$ cat config.mk
export PLATFORM = sky130hd
export DESIGN_NAME = led_blink_controller
export DESIGN_NICKNAME = d
export VERILOG_FILES = /design/src/hdl/led_blk_pkg.sv /design/src/hdl/led_blink_controller.sv
export SDC_FILE = /design/constraint.sdc
export NUM_CORES = 1
export LEC_CHECK = 0
export BUFFER_PORTS_ARGS = -buffer_cell sky130_fd_sc_hd__buf_4
export CAP_MARGIN = 10
export CORE_MARGIN = 4
export CORE_UTILIZATION = 30
export CTS_BUF_LIST = sky130_fd_sc_hd__clkbuf_4 sky130_fd_sc_hd__clkbuf_8
export CTS_CLUSTER_SIZE = 20
export DETAILED_ROUTE_END_ITERATION = 8
export RECOVER_POWER = 100
export SETUP_SLACK_MARGIN = 0.5
export SKIP_CTS_REPAIR_TIMING = 1
export SLEW_MARGIN = 40
export SYNTH_ARGS = -nofsm -noshare
export SYNTH_HDL_FRONTEND = slang
export SYNTH_SLANG_ARGS = --single-unit
$ cat constraint.sdc
create_clock -name aclk -period 4.4 [get_ports aclk]
set_clock_uncertainty 0.15 [all_clocks]
set_input_delay 0.44 -clock aclk [delete_from_list [all_inputs] [get_ports aclk]]
set_output_delay 0.44 -clock aclk [all_outputs]
set_load 0.01 [all_outputs]
$ cat src/hdl/led_blk_pkg.sv
package led_blk_pkg;

    localparam int ACTION_W   = 4;
    localparam int LEVEL_W    = 8;
    localparam int COUNT_W    = 16;
    localparam int DURATION_W = 24;

    localparam int S_TDATA_W = 64;
    localparam int S_TUSER_W = 4;
    localparam int M_TDATA_W = 16;

    localparam logic [ACTION_W-1:0] ACT_TICK_MS       = 4'd0;
    localparam logic [ACTION_W-1:0] ACT_ON            = 4'd1;
    localparam logic [ACTION_W-1:0] ACT_OFF           = 4'd2;
    localparam logic [ACTION_W-1:0] ACT_TOGGLE        = 4'd3;
    localparam logic [ACTION_W-1:0] ACT_SET_LEVEL     = 4'd4;
    localparam logic [ACTION_W-1:0] ACT_BLINK_N       = 4'd5;
    localparam logic [ACTION_W-1:0] ACT_BLINK_TIMED   = 4'd6;
    localparam logic [ACTION_W-1:0] ACT_BLINK_FOREVER = 4'd7;
    localparam logic [ACTION_W-1:0] ACT_STOP          = 4'd8;

    localparam logic [LEVEL_W-1:0]    FULL_LEVEL   = 8'd255;
    localparam logic [COUNT_W-1:0]    COUNT_MAX    = 16'hFFFF;
    localparam logic [DURATION_W-1:0] DURATION_MAX = 24'hFFFFFF;

endpackage

$ cat src/hdl/led_blink_controller.sv
// Channel  | Port group              | Contents
// ---------+-------------------------+------------------------------------------
// Input    | s_tvalid/s_tready       | tuser: action; tdata: level, times,
//          | s_tdata/s_tuser         |   interval, duration
// Output   | m_tvalid/m_tready       | tdata: pwm_level, lit, blinking,
//          | m_tdata                 |   state_changed, blink_ended
//
// One transaction in, one transaction out. A transaction is held in an input
// register, then the counter and level update runs and its result lands in the
// output register: one transaction per cycle while m_tready does not stall the
// output. Reset (aresetn low, synchronous) returns the LED to off and idle and
// empties both registers. A stall on m_tready holds the output register; the input
// register keeps accepting as long as its transaction can move on.
module led_blink_controller (
    input  logic        aclk,
    input  logic        aresetn,
    input  logic        s_tvalid,
    output logic        s_tready,
    // [7:0] level, [23:8] times, [39:24] interval, [63:40] duration
    input  logic [led_blk_pkg::S_TDATA_W-1:0] s_tdata,
    // [3:0] action
    input  logic [led_blk_pkg::S_TUSER_W-1:0] s_tuser,
    output logic        m_tvalid,
    input  logic        m_tready,
    // [7:0] pwm_level, [8] lit, [9] blinking, [10] state_changed,
    // [11] blink_ended, [15:12] zero
    output logic [led_blk_pkg::M_TDATA_W-1:0] m_tdata
);

    // Input register
    logic                                   in_valid_reg;
    logic [led_blk_pkg::ACTION_W-1:0]       act_reg;
    logic [led_blk_pkg::LEVEL_W-1:0]        level_reg;
    logic [led_blk_pkg::COUNT_W-1:0]        times_reg;
    logic [led_blk_pkg::COUNT_W-1:0]        interval_reg;
    logic [led_blk_pkg::DURATION_W-1:0]     duration_reg;

    // Controller state
    logic [led_blk_pkg::LEVEL_W-1:0]    duty_reg, duty_next;
    logic                               active_reg, active_next;
    logic                               forever_reg, forever_next;
    logic                               timed_reg, timed_next;
    logic [led_blk_pkg::COUNT_W-1:0]    target_edges_reg, target_edges_next;
    logic [led_blk_pkg::COUNT_W-1:0]    edges_done_reg, edges_done_next;
    logic [led_blk_pkg::COUNT_W-1:0]    toggle_period_reg, toggle_period_next;
    logic [led_blk_pkg::COUNT_W-1:0]    since_toggle_reg, since_toggle_next;
    logic [led_blk_pkg::DURATION_W-1:0] time_limit_reg, time_limit_next;
    logic [led_blk_pkg::DURATION_W-1:0] since_start_reg, since_start_next;

    // Output register
    logic                               out_valid_reg;
    logic [led_blk_pkg::M_TDATA_W-1:0]  out_data_reg;

    logic                               advance;
    logic                               fire;
    logic                               announced;
    logic                               ended;
    logic                               finite;
    logic [led_blk_pkg::COUNT_W-1:0]    toggle_inc;
    logic [led_blk_pkg::DURATION_W-1:0] start_inc;
    logic [led_blk_pkg::COUNT_W-1:0]    edges_inc;
    logic                               lit_now;

    assign advance  = !out_valid_reg || m_tready;
    assign fire     = in_valid_reg && advance;
    assign s_tready = !in_valid_reg || advance;
    assign m_tvalid = out_valid_reg;
    assign m_tdata  = out_data_reg;

    // Saturating counters advanced by a tick.
    assign toggle_inc = (since_toggle_reg == led_blk_pkg::COUNT_MAX) ?
                        since_toggle_reg : since_toggle_reg + 16'd1;
    assign start_inc  = (since_start_reg == led_blk_pkg::DURATION_MAX) ?
                        since_start_reg : since_start_reg + 24'd1;
    assign finite     = !forever_reg && !timed_reg;
    // An off edge only counts in finite mode, and only when the LED was lit.
    assign edges_inc  = (finite && duty_reg != '0 &&
                         edges_done_reg != led_blk_pkg::COUNT_MAX) ?
                        edges_done_reg + 16'd1 : edges_done_reg;
    assign lit_now    = (duty_next != '0);

    always_comb begin
        duty_next          = duty_reg;
        active_next        = active_reg;
        forever_next       = forever_reg;
        timed_next         = timed_reg;
        target_edges_next  = target_edges_reg;
        edges_done_next    = edges_done_reg;
        toggle_period_next = toggle_period_reg;
        since_toggle_next  = since_toggle_reg;
        time_limit_next    = time_limit_reg;
        since_start_next   = since_start_reg;
        announced          = 1'b0;
        ended              = 1'b0;

        case (act_reg)
            led_blk_pkg::ACT_TICK_MS: begin
                if (active_reg) begin
                    since_toggle_next = toggle_inc;
                    since_start_next  = start_inc;
                    if (toggle_inc >= toggle_period_reg) begin
                        since_toggle_next = '0;
                        edges_done_next   = edges_inc;
                        duty_next         = (duty_reg != '0) ? '0 : led_blk_pkg::FULL_LEVEL;
                        announced         = 1'b1;
                        if (finite && edges_inc >= target_edges_reg) begin
                            active_next  = 1'b0;
                            forever_next = 1'b0;
                            duty_next    = '0;
                            ended        = 1'b1;
                        end
                    end
                    if (timed_reg && start_inc >= time_limit_reg) begin
                        active_next  = 1'b0;
                        forever_next = 1'b0;
                        timed_next   = 1'b0;
                        duty_next    = '0;
                        announced    = 1'b1;
                        ended        = 1'b1;
                    end
                end
            end
            led_blk_pkg::ACT_ON: begin
                duty_next = led_blk_pkg::FULL_LEVEL;
                announced = 1'b1;
            end
            led_blk_pkg::ACT_OFF: begin
                duty_next = '0;
                announced = 1'b1;
            end
            led_blk_pkg::ACT_TOGGLE: begin
                duty_next = (duty_reg != '0) ? '0 : led_blk_pkg::FULL_LEVEL;
                announced = 1'b1;
            end
            led_blk_pkg::ACT_SET_LEVEL: begin
                duty_next = level_reg;
                announced = 1'b1;
            end
            led_blk_pkg::ACT_BLINK_N: begin
                active_next        = 1'b1;
                forever_next       = 1'b0;
                timed_next         = 1'b0;
                target_edges_next  = times_reg;
                toggle_period_next = interval_reg;
                edges_done_next    = '0;
                since_toggle_next  = '0;
            end
            led_blk_pkg::ACT_BLINK_TIMED: begin
                active_next        = 1'b1;
                forever_next       = 1'b0;
                timed_next         = 1'b1;
                time_limit_next    = duration_reg;
                toggle_period_next = interval_reg;
                edges_done_next    = '0;
                since_toggle_next  = '0;
                since_start_next   = '0;
            end
            led_blk_pkg::ACT_BLINK_FOREVER: begin
                active_next        = 1'b1;
                forever_next       = 1'b1;
                timed_next         = 1'b0;
                toggle_period_next = interval_reg;
                since_toggle_next  = '0;
            end
            led_blk_pkg::ACT_STOP: begin
                // Timed mode is left as it is; the tick path and the other blink commands clear it.
                active_next  = 1'b0;
                forever_next = 1'b0;
                duty_next    = '0;
                announced    = 1'b1;
                ended        = 1'b1;
            end
            default: begin
            end
        endcase
    end

    always_ff @(posedge aclk) begin
        if (!aresetn) begin
            in_valid_reg <= 1'b0;
        end else if (s_tready) begin
            in_valid_reg <= s_tvalid;
        end
        if (s_tready && s_tvalid) begin
            act_reg      <= s_tuser[3:0];
            level_reg    <= s_tdata[7:0];
            times_reg    <= s_tdata[23:8];
            interval_reg <= s_tdata[39:24];
            duration_reg <= s_tdata[63:40];
        end
    end

    always_ff @(posedge aclk) begin
        if (!aresetn) begin
            duty_reg          <= '0;
            active_reg        <= 1'b0;
            forever_reg       <= 1'b0;
            timed_reg         <= 1'b0;
            target_edges_reg  <= '0;
            edges_done_reg    <= '0;
            toggle_period_reg <= '0;
            since_toggle_reg  <= '0;
            time_limit_reg    <= '0;
            since_start_reg   <= '0;
        end else if (fire) begin
            duty_reg          <= duty_next;
            active_reg        <= active_next;
            forever_reg       <= forever_next;
            timed_reg         <= timed_next;
            target_edges_reg  <= target_edges_next;
            edges_done_reg    <= edges_done_next;
            toggle_period_reg <= toggle_period_next;
            since_toggle_reg  <= since_toggle_next;
            time_limit_reg    <= time_limit_next;
            since_start_reg   <= since_start_next;
        end
    end

    always_ff @(posedge aclk) begin
        if (!aresetn) begin
            out_valid_reg <= 1'b0;
        end else if (advance) begin
            out_valid_reg <= in_valid_reg;
        end
        if (fire) begin
            out_data_reg <= {4'd0, ended, announced, active_next, lit_now, duty_next};
        end
    end

endmodule

## Word-level counts from Yosys, hierarchy flattened

Cells that the tools add are included.

| storage, ports and cells | value |
|---|---|
| input port bits | 72 |
| register bits | 205 |
| output and inout port bits | 18 |

| cells by class | value |
|---|---|
| add/sub/neg operators | 3 |
| equality and inequality tests | 16 |
| magnitude comparators | 3 |
| reductions and logical operators | 35 |
| multiplexer cells | 39 |

Operators with widths:

| kind | count |
|---|---|
| 16-bit two-way mux | 6 |
| 16-bit one-hot mux with 2 select lines | 2 |
| 24-bit two-way mux | 2 |
| 24-bit one-hot mux with 2 select lines | 1 |
| 8-bit two-way mux | 5 |
| 8-bit one-hot mux with 5 select lines | 1 |
| 16-bit by 1-bit adder with 16-bit output, second input constant | 2 |
| 16-bit greater-or-equal comparator | 2 |
| 24-bit by 1-bit adder with 24-bit output, second input constant | 1 |
| 24-bit equality test, second input constant | 1 |
| 24-bit greater-or-equal comparator | 1 |
| 1-bit two-way mux | 17 |
| 16-bit equality test, second input constant | 1 |
| 4-bit by 3-bit equality test with 1-bit output, second input constant | 4 |
| 16-bit inequality test, second input constant | 1 |
| 8-bit nonzero test | 2 |
| 1-bit one-hot mux with 3 select lines | 3 |
| 4-bit by 2-bit equality test with 1-bit output, second input constant | 2 |
| 4-bit AND reduction | 2 |
| 1-bit logical AND | 7 |
| 2-bit inequality test, second input constant | 3 |
| 3-bit inequality test, second input constant | 2 |
| 2-bit AND reduction | 3 |
| 3-bit AND reduction | 2 |
| other kinds (12) | 23 |

## Logic depth before layout (Yosys ltp)

| depth | value |
|---|---|
| depth in word-level cells | 13 |
| depth in mapped cells | 20 |
| depth with buffers taken out | 16 |

## Worst setup path after synthesis

Ideal clock, no wire load.

| path | value |
|---|---|
| kind | flip-flop to flip-flop |
| from | reg since_toggle_reg[3] (netlist bit) |
| to | reg out_data_reg (netlist bit m_tdata[8]) (data pin) |
| arrival | 3.967 ns |
| cell stages (with the launch flop) | 19 |
| period minus slack after synthesis | 4.389 ns |
| setup slack | 0.011 ns |
| library setup time | 0.272 ns |
| cells stage by stage | dfxtp_1 > clkbuf_1 > nand3_1 > nor4_1 > and3_1 > nand3_2 > and4_1 > buf_2 > nand3_1 > xnor2_1 > ha_1 > a22o_1 > o41a_1 > o21ai_4 > buf_2 > a31oi_1 > nor2_1 > o22ai_1 > or4_1 |

| on the way | value |
|---|---|
| longest elaborated chain between the ends | 8 |

Ends and longest elaborated chain:

| item | line | text |
|---|---|---|
| start, declared | led_blink_controller.sv:46 | `logic [led_blk_pkg::COUNT_W-1:0] since_toggle_reg, since_toggle_next;` |
| start signal, assigned | led_blink_controller.sv:213 | `since_toggle_reg <= since_toggle_next;` |
| 16-bit by 1-bit adder with 16-bit output or 16-bit equality test (tied branches) | led_blink_controller.sv:72, led_blink_controller.sv:71 |  |
| 16-bit two-way mux (*) | led_blink_controller.sv:71 | `assign toggle_inc = (since_toggle_reg == led_blk_pkg::COUNT_MAX) ?` |
| 16-bit greater-or-equal comparator (*) | led_blink_controller.sv:101 | `if (toggle_inc >= toggle_period_reg) begin` |
| 8-bit two-way mux (*) | led_blink_controller.sv:101 |  |
| 8-bit two-way mux (*) | led_blink_controller.sv:113 | `if (timed_reg && start_inc >= time_limit_reg) begin` |
| 8-bit two-way mux (*) | led_blink_controller.sv:98 | `if (active_reg) begin` |
| 8-bit one-hot mux with 5 select lines (*) | led_blink_controller.sv:96 | `case (act_reg)` |
| 8-bit nonzero test (*) | led_blink_controller.sv:80 | `assign lit_now = (duty_next != '0);` |
| net lit_now | led_blink_controller.sv:62 | `logic lit_now;` |
| end signal, assigned | led_blink_controller.sv:226 | `out_data_reg <= {4'd0, ended, announced, active_next, lit_now, duty_next};` |
| end, declared | led_blink_controller.sv:52 | `logic [led_blk_pkg::M_TDATA_W-1:0] out_data_reg;` |

Mark *: on every way through the listed nets, which the timed path passes. The rest lies on a longest branch.
A chain may end at the register's enable or synchronous reset.

## Worst setup path in the final report

| path | value |
|---|---|
| from | reg edges_done_reg[5] (netlist bit) |
| to | reg out_data_reg (netlist bit m_tdata[8]) (data pin) |

| on the way | value |
|---|---|
| longest elaborated chain between the ends | 11 |

Ends and longest elaborated chain:

| item | line | text |
|---|---|---|
| start, declared | led_blink_controller.sv:44 | `logic [led_blk_pkg::COUNT_W-1:0] edges_done_reg, edges_done_next;` |
| start signal, assigned | led_blink_controller.sv:211 | `edges_done_reg <= edges_done_next;` |
| parallel branches: the longest is 2 deep, another holds 16-bit by 1-bit adder with 16-bit output | - |  |
| 16-bit two-way mux (*) | led_blink_controller.sv:78 | `edges_done_reg != led_blk_pkg::COUNT_MAX) ?` |
| 16-bit greater-or-equal comparator (*) | led_blink_controller.sv:106 | `if (finite && edges_inc >= target_edges_reg) begin` |
| 1-bit logical AND (*) | led_blink_controller.sv:106 |  |
| 8-bit two-way mux (*) | led_blink_controller.sv:106 |  |
| 8-bit two-way mux (*) | led_blink_controller.sv:101 |  |
| 8-bit two-way mux (*) | led_blink_controller.sv:113 |  |
| 8-bit two-way mux (*) | led_blink_controller.sv:98 |  |
| 8-bit one-hot mux with 5 select lines (*) | led_blink_controller.sv:96 |  |
| 8-bit nonzero test (*) | led_blink_controller.sv:80 |  |
| net lit_now | led_blink_controller.sv:62 |  |

Mark *: on every way through the listed nets, which the timed path passes.

==> summary.txt <==
Status
  – Status: finished with violations
  – Violated checks: capacitance limit, slew limit, setup timing

Pwr
  – Power per cell area: 321 nW/um^2
  – Peak VDD IR: 0.000205 V
  – Pwr Total: 4.61 mW
  – P_leak: 5.46 nW

STA
  – Final TNS setup: -1640 ps
  – Slew Viols, Final: 142
  – Final setup fails: 22
  – RSZ-0062 raised after global routing: true
  – Final Hold Viols: 0
  – Worst-margin pin slew: 2520 ps
  – Peak Freq: 217 MHz
  – Final period util: 1.05
  – Period minus WS final: 4620 ps
  – Slew HR: -0.677
  – Setup ws final: -217 ps

Critical path
  – WP data arrival: 4740 ps
  – Startpoint Class: flip-flop
  – Worst Path Required: 4520 ps
  – Crit path capture type: flip-flop
  – CP Max Fanout: 7
  – Crit Path Class: flip-flop to flip-flop

Synthesis
  – Ys Warns: 0
  – Post-Syn Area: 10200 sq um
  – Avg Inst Size Synth: 9.15 sq um
  – Yosys top cell by area: dfxtp_1
  – Leading post-synthesis cells by cell area: dfxtp_1 25%, edfxtp_1 24%, ha_1 7.2%
  – Number of synthesized flops with an enable pin: 80
  – #FFs+latches synth: 205
  – Synth Flop Type: dfxtp_1
  – Post-synthesis cell count: 1115
  – Sequential area share after synthesis: 0.481
  – Top-area cell type share of the netlist area: 0.245
  – Synth async-reset ratio: 0
  – Synth cell types: 71

Global route
  – Largest net degree at the start of global routing: 53
  – First-pass GRT wire length: 40700 um
  – Overall Global Routing Usage: 0.133
  – Vias in the first global route: 8376
  – Gr ovfl total: 0
  – Antenna violations before repair: 0

Placed design
  – Routability cong.: 0.835
  – Placed instance area: 11900 sq um
  – Detailed Place HPWL: 17600 um
  – PortBufs: 85

Flow run
  – Max Cap Viol: 3

Die
  – Die footprint: 37000 sq um
  – CORE AREA: 33500 sq um
  – Die span in y: 192 um
  – Cell row count: 67
  – Initial Util: 0.304
  – Die width: 192 um
  – IO Pins: 90

Clock tree
  – H-tree lvl count: 2
  – Reg clk slew, reported paths: 60 ps
  – Clock root cell: clkbuf_8
  – Num CTS Buffers: 39
  – Max clock buf depth: 3
  – Clk sinks: 205
  – Clock Latency Late Sink: 560 ps
  – CTS tree: yes

Layout
  – Area occupied by registers: 4930 sq um
  – Multi-input logic area: 5520 sq um
  – Fillers: 3293
  – Final instance area: 14400 sq um
  – N_diodes: 0
  – Final nets: 1510
  – Area added between synthesis and finish: 41.0%
  – Layout cells sized above 1: 0.278

Routing
  – Total Wirelength: 27000 um
  – Via-to-Cell Ratio: 4.82
  – 1st-iter DRT viols: 331
  – Residual DRC: 0
  – Vias: 8947
  – WL/cell: 14.5 um
  – Final antenna-violating net count: 0
  – 1st-pass router iterations: 4

Worst hold path
  – Hold Crit Class: primary input to flip-flop
[stage by stage]
stage | std cells | util | hold slack (ps) | worst slack [ps]
after floorplan | 1118 | - | 285 | 288
after CTS | 1751 | 0.382 | -141 | -112
final | 1858 | 0.429 | 60.3 | -217
after detailed placement | 1679 | 0.356 | 298 | -69.3
after global routing | 1858 | 0.429 | 73.6 | -366
after global placement | 1679 | 0.355 | 292 | 34.8
[cell usage in the layout (no fill, tap or decap), types with 56 or more instances in the layout]
cell / netlist / routed
nor2_1: 85 / 74
ha_1: 59 / 56
a21oi_1: 123 / 108
edfxtp_1: 80 / 80
clkbuf_4: 0 / 72
dfxtp_1: 125 / 108
nand2_1: 187 / 177
inv_1: 68 / 68
dlygate4sd3_1: 0 / 69
buf_4: 4 / 94
[cells by family after synthesis]
| group | count (synthesis) | synth area share |
|---|---|---|
| simple gates | 418 | 0.191 |
| compound gates | 253 | 0.159 |
| flops | 205 | 0.481 |
| buf+inv | 123 | 0.0478 |
| fa+ha+maj | 60 | 0.0733 |
| xor+xnor | 50 | 0.0429 |
| mux | 5 | 0.00527 |
| other cells | 1 | 0.000368 |
[where the power goes]
group	switching (mW)	internal [mW]
Combinational	0.224	0.215
Sequential	0.0291	2.04
Clock	0.864	1.24
Total	1.12	3.50
[cell usage after synthesis, types with 13 or more instances]
cell,number
dfxtp_1,125
nand3_1,39
xnor2_1,36
o21ai_0,22
clkbuf_1,36
xor2_1,14
and3_1,17
ha_1,59
a22oi_1,13
nor3_1,14
edfxtp_1,80
nor2_1,85
nand4_1,18
nand2_1,187
a21oi_1,123
inv_1,68
[area by class of cell]
type	count	area share
flip-flops and latches	205	0.343
clock buffers	55	0.0496
multi-input cells	791	0.384
repair buffers	272	0.154
inverters	70	0.0184
well taps	448	0.0390
clock inverters	17	0.0124
[critical path, cell delays in order (launching register included)]
cell,delay [ps]
dfxtp_4,360
and4_4,210
nand4_1,160
or4_4,620
nand3_4,160
nor2_2,50
xor2_1,150
ha_1,310
nand4_1,130
or4_4,550
a221oi_4,240
o31ai_4,110
a22o_4,290
buf_4,160
a21boi_2,150
o22ai_1,100
or4_1,410
[final timing paths]
path                            depth (start not counted)                              to                           start  slack, ps
worst max-delay path                                   16            m_tdata[8]$_DFFE_PP_  edges_done_reg[5]$_SDFFE_PN0P_       -220
worst min-delay path                                    4           m_tvalid$_SDFFE_PN0P_                        m_tready         60
worst max register to register                         16            m_tdata[8]$_DFFE_PP_  edges_done_reg[5]$_SDFFE_PN0P_       -220
worst min register to register                          2  time_limit_reg[3]$_SDFFE_PN0P_  time_limit_reg[3]$_SDFFE_PN0P_        300
[layer usage]
| layer | part of all wire | GRT usage | vias up | wire [um] |
|---|---|---|---|---|
| met5 | 0 | 0 | - | 0 |
| met4 | 0.022 | 0.0431 | 0 | 606 |
| met3 | 0.049 | 0.0266 | 51 | 1330 |
| met2 | 0.47 | 0.214 | 207 | 12800 |
| met1 | 0.45 | 0.180 | 4225 | 12200 |
| li1 | - | - | 4464 | - |
(Power assumes the default switching activity.)
